$ cat config.mk
export PLATFORM = sky130hd
export DESIGN_NAME = alarm_panel_button_controller_unit_flat
export DESIGN_NICKNAME = d
export VERILOG_FILES = /design/src/apbc_pkg.sv /design/src/apbc_if.sv /design/src/apbc_cfg_regs.sv /design/src/apbc_core.sv /design/src/alarm_panel_button_controller_unit.sv /design/src/flat_wrapper.sv
export VERILOG_INCLUDE_DIRS = /design/src /design/src/src
export SDC_FILE = /design/constraint.sdc
export NUM_CORES = 1
export LEC_CHECK = 0
export BUFFER_PORTS_ARGS = -buffer_cell sky130_fd_sc_hd__buf_2
export CORE_ASPECT_RATIO = 2
export CORE_UTILIZATION = 40
export DETAILED_ROUTE_END_ITERATION = 10
export HOLD_SLACK_MARGIN = 0.15
export PLACE_DENSITY_LB_ADDON = 0.2
export SYNTH_ARGS = -nofsm -noshare
export SYNTH_HDL_FRONTEND = slang
export SYNTH_SLANG_ARGS = --single-unit
$ cat constraint.sdc
create_clock -name clk -period 4.8 [get_ports clk]
set_clock_uncertainty 0.15 [all_clocks]
set_input_delay 0 -clock clk [delete_from_list [all_inputs] [get_ports clk]]
set_output_delay 0 -clock clk [all_outputs]
set_load 0.005 [all_outputs]
$ cat src/assert_macros.svh
// ----------------------------------------------------------------------------
// assert_macros.svh
// Concurrent assertion helpers; empty when SYNTHESIS is defined.
// ----------------------------------------------------------------------------
`ifndef ASSERT_MACROS_SVH
`define ASSERT_MACROS_SVH

`ifndef SYNTHESIS
// Checked on every rising edge, off while reset is high.
`define APBC_ASSERT(label, clk, rst, prop) \
  label: assert property (@(posedge clk) disable iff (rst) prop) \
    else $error("%m: assertion failed");
// Checked on every rising edge, reset included.
`define APBC_ASSERT_ALWAYS(label, clk, prop) \
  label: assert property (@(posedge clk) prop) \
    else $error("%m: assertion failed");
`else
`define APBC_ASSERT(label, clk, rst, prop)
`define APBC_ASSERT_ALWAYS(label, clk, prop)
`endif

`endif

$ cat src/apbc_pkg.sv
`timescale 1ns / 1ps
// ----------------------------------------------------------------------------
// apbc_pkg
// Types, register indexes, codes and helpers of the alarm panel controller.
// ----------------------------------------------------------------------------
package apbc_pkg;

  localparam int TICK_W    = 16;
  localparam int CFG_IDX_W = 2;

  // Configuration register indexes
  localparam logic [CFG_IDX_W-1:0] REG_COMBO_HOLD = 2'd0;
  localparam logic [CFG_IDX_W-1:0] REG_COOLDOWN   = 2'd1;
  localparam logic [CFG_IDX_W-1:0] REG_MODE_SHOW  = 2'd2;

  // Register reset values
  localparam logic [TICK_W-1:0] COMBO_HOLD_RST = 16'd50;
  localparam logic [TICK_W-1:0] COOLDOWN_RST   = 16'd500;
  localparam logic [TICK_W-1:0] MODE_SHOW_RST  = 16'd100;

  localparam logic [TICK_W-1:0] TICK_MAX = {TICK_W{1'b1}};

  // Panel modes
  localparam logic [1:0] MODE_CONNECTED = 2'd0;
  localparam logic [1:0] MODE_CLONE     = 2'd1;
  localparam logic [1:0] MODE_DIAG      = 2'd2;

  // Local alarm phases
  localparam logic [1:0] PHASE_IDLE   = 2'd0;
  localparam logic [1:0] PHASE_ACTIVE = 2'd1;
  localparam logic [1:0] PHASE_COOL   = 2'd2;

  typedef struct packed {
    logic left_button;
    logic right_button;
    logic light_over_limit;
    logic temp_over_limit;
    logic remote_alarm_active;
    logic remote_silence;
  } in_item_t;

  typedef struct packed {
    logic [1:0] mode;
    logic       sensor_select;
    logic [1:0] alarm_phase;
    logic       buzzer;
    logic       show_mode;
    logic       silence_request;
  } out_item_t;

  typedef struct packed {
    logic [TICK_W-1:0] combo_hold_ticks;
    logic [TICK_W-1:0] cooldown_ticks;
    logic [TICK_W-1:0] mode_show_ticks;
  } cfg_t;

  // Saturating tick counter increment
  function automatic logic [TICK_W-1:0] sat_inc(input logic [TICK_W-1:0] v);
    sat_inc = (v == TICK_MAX) ? v : v + 1'b1;
  endfunction

  // connected -> clone -> diag -> connected
  function automatic logic [1:0] mode_advance(input logic [1:0] m);
    unique case (m)
      MODE_CONNECTED: mode_advance = MODE_CLONE;
      MODE_CLONE:     mode_advance = MODE_DIAG;
      default:        mode_advance = MODE_CONNECTED;
    endcase
  endfunction

endpackage

$ cat src/apbc_if.sv
`timescale 1ns / 1ps
// ----------------------------------------------------------------------------
// apbc_in_if / apbc_out_if
// Valid/ready channels for scan ticks and panel results.
// ----------------------------------------------------------------------------
interface apbc_in_if
  import apbc_pkg::*;
  ();
  logic     valid;
  logic     ready;
  in_item_t data;

  modport source (output valid, output data, input ready);
  modport sink   (input valid, input data, output ready);
endinterface

interface apbc_out_if
  import apbc_pkg::*;
  ();
  logic      valid;
  logic      ready;
  out_item_t data;

  modport source (output valid, output data, input ready);
  modport sink   (input valid, input data, output ready);
endinterface

$ cat src/apbc_cfg_regs.sv
`timescale 1ns / 1ps
// ----------------------------------------------------------------------------
// apbc_cfg_regs
// Timing registers written through the plain configuration write port.
// ----------------------------------------------------------------------------
module apbc_cfg_regs
  import apbc_pkg::*;
(
  input  logic                 clk,
  input  logic                 rst,
  input  logic                 cfg_we,
  input  logic [CFG_IDX_W-1:0] cfg_index,
  input  logic [TICK_W-1:0]    cfg_data,
  output cfg_t                 cfg
);

  // Register file; unused indexes are dropped
  always_ff @(posedge clk) begin
    if (rst) begin
      cfg.combo_hold_ticks <= COMBO_HOLD_RST;
      cfg.cooldown_ticks   <= COOLDOWN_RST;
      cfg.mode_show_ticks  <= MODE_SHOW_RST;
    end else if (cfg_we) begin
      unique case (cfg_index)
        REG_COMBO_HOLD: cfg.combo_hold_ticks <= cfg_data;
        REG_COOLDOWN:   cfg.cooldown_ticks   <= cfg_data;
        REG_MODE_SHOW:  cfg.mode_show_ticks  <= cfg_data;
        default: ;
      endcase
    end
  end

endmodule

$ cat src/apbc_core.sv
`timescale 1ns / 1ps
`include "assert_macros.svh"
// ----------------------------------------------------------------------------
// apbc_core
// Panel state and the per-tick update: gesture timing, button releases,
// remote silence, alarm phase and buzzer. State moves on each advance.
// ----------------------------------------------------------------------------
module apbc_core
  import apbc_pkg::*;
(
  input  logic      clk,
  input  logic      rst,
  input  logic      advance,
  input  in_item_t  item,
  input  cfg_t      cfg,
  output out_item_t result
);

  logic [1:0]        mode, mode_next;
  logic              sensor_sel, sensor_sel_next;
  logic [1:0]        phase, phase_next;
  logic              buzzer, buzzer_next;
  logic              left_prev, right_prev;
  logic              combo_active, combo_active_next;
  logic              combo_done, combo_done_next;
  logic [TICK_W-1:0] combo_timer, combo_timer_next;
  logic [TICK_W-1:0] cooldown_timer, cooldown_timer_next;
  logic [TICK_W-1:0] show_timer, show_timer_next;
  logic              clone_silenced, clone_silenced_next;

  logic              expired;
  logic              sil_req;
  logic              show;
  logic [TICK_W-1:0] show_load;

  // One tick of panel logic
  always_comb begin
    expired             = cooldown_timer >= cfg.cooldown_ticks;
    cooldown_timer_next = sat_inc(cooldown_timer);
    mode_next           = mode;
    sensor_sel_next     = sensor_sel;
    phase_next          = phase;
    buzzer_next         = buzzer;
    combo_active_next   = combo_active;
    combo_done_next     = combo_done;
    combo_timer_next    = combo_timer;
    clone_silenced_next = clone_silenced;
    show_load           = show_timer;
    sil_req             = 1'b0;

    // two-button gesture
    if (!item.left_button && !item.right_button) begin
      if (!combo_active) begin
        combo_active_next = 1'b1;
        combo_done_next   = 1'b0;
        combo_timer_next  = '0;
      end else begin
        combo_timer_next = sat_inc(combo_timer);
        if (!combo_done && combo_timer_next >= cfg.combo_hold_ticks) begin
          mode_next       = mode_advance(mode);
          combo_done_next = 1'b1;
        end
      end
    end

    // left release: sensor toggle
    if (item.left_button && !left_prev && !combo_active_next)
      sensor_sel_next = !sensor_sel;

    // right release: clone silence, local silence, or mode window
    if (item.right_button && !right_prev && !combo_active_next) begin
      priority if (mode_next == MODE_CLONE && item.remote_alarm_active &&
                   !clone_silenced) begin
        clone_silenced_next = 1'b1;
        buzzer_next         = 1'b0;
        sil_req             = 1'b1;
      end else if (phase == PHASE_ACTIVE) begin
        phase_next          = PHASE_COOL;
        cooldown_timer_next = '0;
        expired             = 1'b0;
        buzzer_next         = 1'b0;
      end else begin
        show_load = cfg.mode_show_ticks;
      end
    end

    // gesture closes once both buttons are up
    if (item.left_button && item.right_button) begin
      combo_active_next = 1'b0;
      combo_done_next   = 1'b0;
    end

    // remote silence
    if (item.remote_silence && phase_next == PHASE_ACTIVE) begin
      phase_next          = PHASE_COOL;
      cooldown_timer_next = '0;
      expired             = 1'b0;
      buzzer_next         = 1'b0;
    end

    // per-mode alarm and buzzer work
    unique case (mode_next)
      MODE_CONNECTED: begin
        if (phase_next == PHASE_IDLE) begin
          if (item.light_over_limit || item.temp_over_limit) begin
            phase_next  = PHASE_ACTIVE;
            buzzer_next = 1'b1;
          end
        end else if (phase_next == PHASE_COOL) begin
          if (expired) phase_next = PHASE_IDLE;
        end
      end
      MODE_CLONE: begin
        buzzer_next = item.remote_alarm_active && !clone_silenced_next;
        if (!item.remote_alarm_active) clone_silenced_next = 1'b0;
      end
      default: buzzer_next = 1'b0;
    endcase

    // mode window
    show            = show_load != '0;
    show_timer_next = show ? show_load - 1'b1 : show_load;
  end

  assign result.mode            = mode_next;
  assign result.sensor_select   = sensor_sel_next;
  assign result.alarm_phase     = phase_next;
  assign result.buzzer          = buzzer_next;
  assign result.show_mode       = show;
  assign result.silence_request = sil_req;

  // State registers
  always_ff @(posedge clk) begin
    if (rst) begin
      mode           <= MODE_CONNECTED;
      sensor_sel     <= 1'b0;
      phase          <= PHASE_IDLE;
      buzzer         <= 1'b0;
      left_prev      <= 1'b1;
      right_prev     <= 1'b1;
      combo_active   <= 1'b0;
      combo_done     <= 1'b0;
      combo_timer    <= '0;
      cooldown_timer <= '0;
      show_timer     <= '0;
      clone_silenced <= 1'b0;
    end else if (advance) begin
      mode           <= mode_next;
      sensor_sel     <= sensor_sel_next;
      phase          <= phase_next;
      buzzer         <= buzzer_next;
      left_prev      <= item.left_button;
      right_prev     <= item.right_button;
      combo_active   <= combo_active_next;
      combo_done     <= combo_done_next;
      combo_timer    <= combo_timer_next;
      cooldown_timer <= cooldown_timer_next;
      show_timer     <= show_timer_next;
      clone_silenced <= clone_silenced_next;
    end
  end

  // Checks
  `APBC_ASSERT(a_mode_legal, clk, rst,
    mode == MODE_CONNECTED || mode == MODE_CLONE || mode == MODE_DIAG)
  `APBC_ASSERT(a_done_in_gesture, clk, rst, combo_done |-> combo_active)
  `APBC_ASSERT(a_sil_req_clone, clk, rst,
    advance && sil_req |-> mode_next == MODE_CLONE)
  `APBC_ASSERT(a_remote_silence, clk, rst,
    advance && item.remote_silence && phase == PHASE_ACTIVE |=> phase == PHASE_COOL)

endmodule

$ cat src/alarm_panel_button_controller_unit.sv
`timescale 1ns / 1ps
`include "assert_macros.svh"
// ----------------------------------------------------------------------------
// alarm_panel_button_controller_unit
// Button, mode and alarm-phase controller of an alarm panel, one scan tick
// per input beat and one result beat per tick.
// ----------------------------------------------------------------------------
// Takes one scan-tick beat every clock cycle while in_ch.ready is high and
// returns one result beat per tick: the tick sits in an input register, the
// panel update runs combinationally on it, and the result is held in an
// output register until taken. The panel state is updated as the tick moves
// into the output register, so ticks follow back to back with no bubble;
// in_ch.ready falls only while both registers hold beats and out_ch.ready is
// low. The timing registers are read live by the update logic and should be
// written while no tick is in flight.
module alarm_panel_button_controller_unit
  import apbc_pkg::*;
(
  input  logic                 clk,
  input  logic                 rst,
  input  logic                 cfg_we,
  input  logic [CFG_IDX_W-1:0] cfg_index,
  input  logic [TICK_W-1:0]    cfg_data,
  apbc_in_if.sink              in_ch,
  apbc_out_if.source           out_ch
);

  cfg_t      cfg;
  in_item_t  s0_item;
  logic      s0_valid;
  logic      s0_adv;
  out_item_t core_result;
  out_item_t s1_item;
  logic      s1_valid;
  logic      in_take;

  apbc_cfg_regs u_cfg (
    .clk       (clk),
    .rst       (rst),
    .cfg_we    (cfg_we),
    .cfg_index (cfg_index),
    .cfg_data  (cfg_data),
    .cfg       (cfg)
  );

  // Stage handshakes
  assign s0_adv      = s0_valid && (!s1_valid || out_ch.ready);
  assign in_ch.ready = !s0_valid || s0_adv;
  assign in_take     = in_ch.valid && in_ch.ready;

  // Input register
  always_ff @(posedge clk) begin
    if (rst) begin
      s0_valid <= 1'b0;
    end else if (in_ch.ready) begin
      s0_valid <= in_ch.valid;
    end
  end

  always_ff @(posedge clk) begin
    if (in_take) s0_item <= in_ch.data;
  end

  apbc_core u_core (
    .clk     (clk),
    .rst     (rst),
    .advance (s0_adv),
    .item    (s0_item),
    .cfg     (cfg),
    .result  (core_result)
  );

  // Result register
  always_ff @(posedge clk) begin
    if (rst) begin
      s1_valid <= 1'b0;
    end else if (!s1_valid || out_ch.ready) begin
      s1_valid <= s0_valid;
    end
  end

  always_ff @(posedge clk) begin
    if (s0_adv) s1_item <= core_result;
  end

  assign out_ch.valid = s1_valid;
  assign out_ch.data  = s1_item;

  // Checks
  `APBC_ASSERT(a_adv_fills_out, clk, rst, s0_adv |=> s1_valid)
  `APBC_ASSERT(a_stall_only_full, clk, rst,
    !in_ch.ready |-> s0_valid && s1_valid && !out_ch.ready)
  `APBC_ASSERT(a_s0_held, clk, rst, s0_valid && !s0_adv |=> s0_valid)

endmodule
$ cat src/flat_wrapper.sv
// flat-port wrapper written by rule: the top's interface ports become plain ports
module alarm_panel_button_controller_unit_flat import apbc_pkg::*;
  (clk, rst, cfg_we, cfg_index, cfg_data, in_ch_valid, in_ch_data, in_ch_ready, out_ch_valid, out_ch_data, out_ch_ready);
  apbc_in_if in_ch_i ();
  apbc_out_if out_ch_i ();
  input  logic clk;
  input  logic rst;
  input  logic cfg_we;
  input  logic [CFG_IDX_W-1:0] cfg_index;
  input  logic [TICK_W-1:0] cfg_data;
  input wire logic [$bits(in_ch_i.valid)-1:0] in_ch_valid;
  input wire logic [$bits(in_ch_i.data)-1:0] in_ch_data;
  output wire logic [$bits(in_ch_i.ready)-1:0] in_ch_ready;
  output wire logic [$bits(out_ch_i.valid)-1:0] out_ch_valid;
  output wire logic [$bits(out_ch_i.data)-1:0] out_ch_data;
  input wire logic [$bits(out_ch_i.ready)-1:0] out_ch_ready;
  assign in_ch_i.valid = in_ch_valid;
  assign in_ch_i.data = in_ch_data;
  assign in_ch_ready = in_ch_i.ready;
  assign out_ch_valid = out_ch_i.valid;
  assign out_ch_data = out_ch_i.data;
  assign out_ch_i.ready = out_ch_ready;
  alarm_panel_button_controller_unit u_core (.clk(clk), .rst(rst), .cfg_we(cfg_we), .cfg_index(cfg_index), .cfg_data(cfg_data), .in_ch(in_ch_i), .out_ch(out_ch_i));
endmodule
==> run_results.csv <==
group,metric,value,unit
status,status,"completed",
detailed_routing,drc,0,
global_route,grt_pass1_vias,6207,
power_and_ir_drop,ir_drop,0.233,mV
cells_and_area,final_nets,980,
critical_path,critPathLaunchType,"flip-flop",
timing,period_share,92.8,%
timing,rsz0062_at_grt,"false",
critical_path,cp.arrival,4.67,ns
synthesis,synth_compound_area_share,18.7,%
floorplan,die_w,94.6,um
critical_path,cpMostUsedCell,"ha_1",
power_and_ir_drop,p_seq_share,38.3,%
cells_and_area,final_common_cell,"nand2_1",
min_path,min_path_type,"in -> reg",
global_route,grt.total_usage,22.4,%
floorplan,io-pin-count,39,
detailed_routing,wl_per_cell,16.6,um
global_route,grt_pass1_wl,30200,um
power_and_ir_drop,pwr-share-comb,17.9,%
detailed_routing,drt_iter0_drc,263,
global_route,antenna_found_initial,0,
clocking,postCtsSetupRepairBufs,0,
cells_and_area,num-fill-cells,1695,
synthesis,synthAdderAreaFrac,6.75,%
critical_path,crit_chain,"ha_1, inv_1, or4_1, or3_4, nand2b_1, nor2_1, xor2_1, ha_1, and4_1, nand2_1, o311a_1, a21oi_2, mux2i_1, or4b_1, o211ai_1, o21a_1",
synthesis,yosysUniqueCellTypes,74,
timing,setup_ws,0.343,ns
floorplan,start_util,40.9,%
power_and_ir_drop,power.density,362,mW/mm^2
clocking,clock_sinks,123,
critical_path,critPathMaxFanout,8,
synthesis,netlist_instances,850,
synthesis,synth_top_family_by_area,"simple AND/OR/NAND/NOR gates",
global_route,grt_max_degree,64,
synthesis,synth-seq-cells,123,
critical_path,slowest_stage,"or4_1",
power_and_ir_drop,p_int,2.17,mW
clocking,cts_root_buf,"clkbuf_16",
clocking,cts_tree,"yes",
synthesis,netlist_area,0.00686,sq mm
global_route,gr-total-overflow,0,
power_and_ir_drop,p_leak,3.18,nW
timing,finalHoldViolations,0,
critical_path,cp.required,5.01,ns
floorplan,die_area,0.0177,sq mm
detailed_routing,via_per_inst,5.51,
detailed_routing,firstDrtPassIters,4,
timing,hold_ws,0.168,ns
clocking,cts_buffer_depth,2,
synthesis,synthXorXnorAreaFrac,3.19,%
synthesis,syn_area_per_cell,8.07,sq um
clocking,h-tree-depth,4,
timing,drv_slew,0,
power_and_ir_drop,swShare,27.2,%
place,gp_congestion,0.874,
place,io_buffers,38,
timing,period_minus_slack,4.46,ns
synthesis,synth-simple-area-share,26.8,%
timing,setup_tns,0,ns
synthesis,yosysTopAreaCellShare,31.8,%
synthesis,ys_top_cells_by_area,"dfxtp_1, nand2_1, ha_1",
timing,finalSetupViolCount,0,
synthesis,async_flop_share,0,%
cells_and_area,mostFrequentLayoutCells,"nand2_1, dfxtp_1, a21oi_1, nor2_1, dlygate4sd3_1",
critical_path,critPathBufInv,1,
synthesis,synth-seq-area-share,38.0,%
floorplan,core_area,0.0168,sq mm
clocking,clock_latency,0.42,ns
cells_and_area,drive_above_1_share,10.7,%
critical_path,worst_path_dominant_cell_family,"simple AND/OR/NAND/NOR gates",
synthesis,yosys_warnings,0,
floorplan,die_y,187,um
timing,relSlewSlack,48.1,%
critical_path,max_stage_delay,0.57,ns
power_and_ir_drop,switching_power,809,uW
place,dp_slack,0.290,ns
detailed_routing,routed_wl,18800,um
cells_and_area,antenna_cells,0,
critical_path,path_class,"reg -> reg",
synthesis,synthMuxAreaShare,2.26,%
floorplan,row_count,67,
detailed_routing,vias,6246,
job,max_cap_violations,0,
detailed_routing,final_antenna_net_count,0,
synthesis,syn_nets,916,
cells_and_area,multiInputGateArea,0.00397,sq mm
synthesis,synth_ff_type,"dfxtp_1",
clocking,cts_made_buffers,17,
place,hpwl,13400,um
timing,worst_slew_pin_slew,0.779,ns
timing,fmax,0.224,GHz
power_and_ir_drop,power_frac_clock,43.9,%
cells_and_area,seqCellArea,0.00260,sq mm
critical_path,endpoint_kind,"flip-flop",
cells_and_area,syn2layout_area_growth,20.0,%
clocking,path_clk_slew,0.06,ns
synthesis,synth.largest_area_cell,"dfxtp_1",
synthesis,synth_enable_flop_cells,14,
layer usage:
metal / track usage (%) / part of all wire, %
met4: 12.2 / 3.7
met3: 3.82 / 2.6
met5: 0 / 0
met1: 22.2 / 37
met2: 42.5 / 56
logic make-up after synthesis:
kind of cell,after synthesis
buffers and inverters,77
XOR/XNOR,25
multiplexers,15
AO/OA/AOI/OAI,201
AND/OR/NAND/NOR,372
flip-flops,123
adder cells (fa/ha/maj),37
Yosys cell counts, types with 3 or more instances:
cell type,n
a211o_1,12
a211oi_1,4
a21o_1,16
a21oi_1,84
a22oi_1,7
a31oi_1,12
and2_1,5
and3_1,7
and3b_1,3
and4_1,5
buf_2,3
clkbuf_1,34
dfxtp_1,109
edfxtp_1,14
ha_1,37
inv_1,36
mux2i_1,11
nand2_1,141
nand2b_1,10
nand3_1,24
nand3b_1,12
nand4_1,6
nor2_1,83
nor2b_1,7
nor3_1,30
nor4_1,11
o211ai_1,3
o21a_1,7
o21ai_0,27
o31ai_1,3
or3_1,6
or4_1,4
xnor2_1,13
xor2_1,12
final timing paths:
kind / start / endpoint / slack (ns) / cells after the start
min: cfg_we / u_core.u_cfg.cfg[38] / 0.17 / 4
max: u_core.u_core.combo_timer[0] / u_core.u_core.buzzer / 0.34 / 16
min reg2reg: u_core.u_cfg.cfg[38] / u_core.u_cfg.cfg[38] / 0.30 / 2
max reg2reg: u_core.u_core.combo_timer[0] / u_core.u_core.buzzer / 0.34 / 16
metrics by stage:
stage	power, mW	instance area (sq um)	cells	util (%)
final	2.98	8230	1134	49.1
after global routing	3.11	8230	1134	49.1
after CTS	3.00	8210	1134	49.0
after detailed placement	1.66	7230	1064	43.1
after global placement	1.66	7230	1064	43.1
after floorplan	1.53	6860	850	-
area by class of cell:
type / count / share of cell area (%)
tap: 207 / 3.15
inverter: 37 / 1.69
sequential: 123 / 31.6
timing repair buffer: 85 / 7.94
multi-input combinational: 650 / 48.3
clock buffer: 26 / 6.33
clock inverter: 6 / 0.989
flip-flops by register name (all words and copies together) (netlist names), 2 cells and up:
signal / cells
u_core.u_core.cooldown_timer: 16
u_core.out_ch.data: 8
u_core.u_core.show_timer: 16
u_core.u_core.combo_timer: 16
u_core.u_core.mode: 2
u_core.s0_item: 6
u_core.u_cfg.cfg: 48
u_core.u_core.phase: 2
worst reg2reg max path: stages, from the launching register on:
cell	delay (ns)
dfxtp_1	0.44
ha_1	0.20
inv_1	0.05
or4_1	0.57
or3_4	0.47
nand2b_1	0.18
nor2_1	0.07
xor2_1	0.16
ha_1	0.29
and4_1	0.22
nand2_1	0.08
o311a_1	0.43
a21oi_2	0.20
mux2i_1	0.10
or4b_1	0.53
o211ai_1	0.13
o21a_1	0.14
power groups by stage:
stage	Combinational, mW	Sequential, mW	Clock [mW]
2_1_floorplan	0.390	1.14	0
3_3_place_gp	0.503	1.16	0
3_5_place_dp	0.506	1.16	0
4_1_cts	0.532	1.14	1.33
5_1_grt	0.583	1.14	1.38
6_report	0.531	1.14	1.30
what timing repair did:
item / 4_1_cts / 5_1_grt
resized for setup: 0 / 2
hold endpoints to repair: 90 / 0
setup endpoints to repair: 0 / 4
hold buffers: 38 / 0
(Power assumes the default switching activity.)
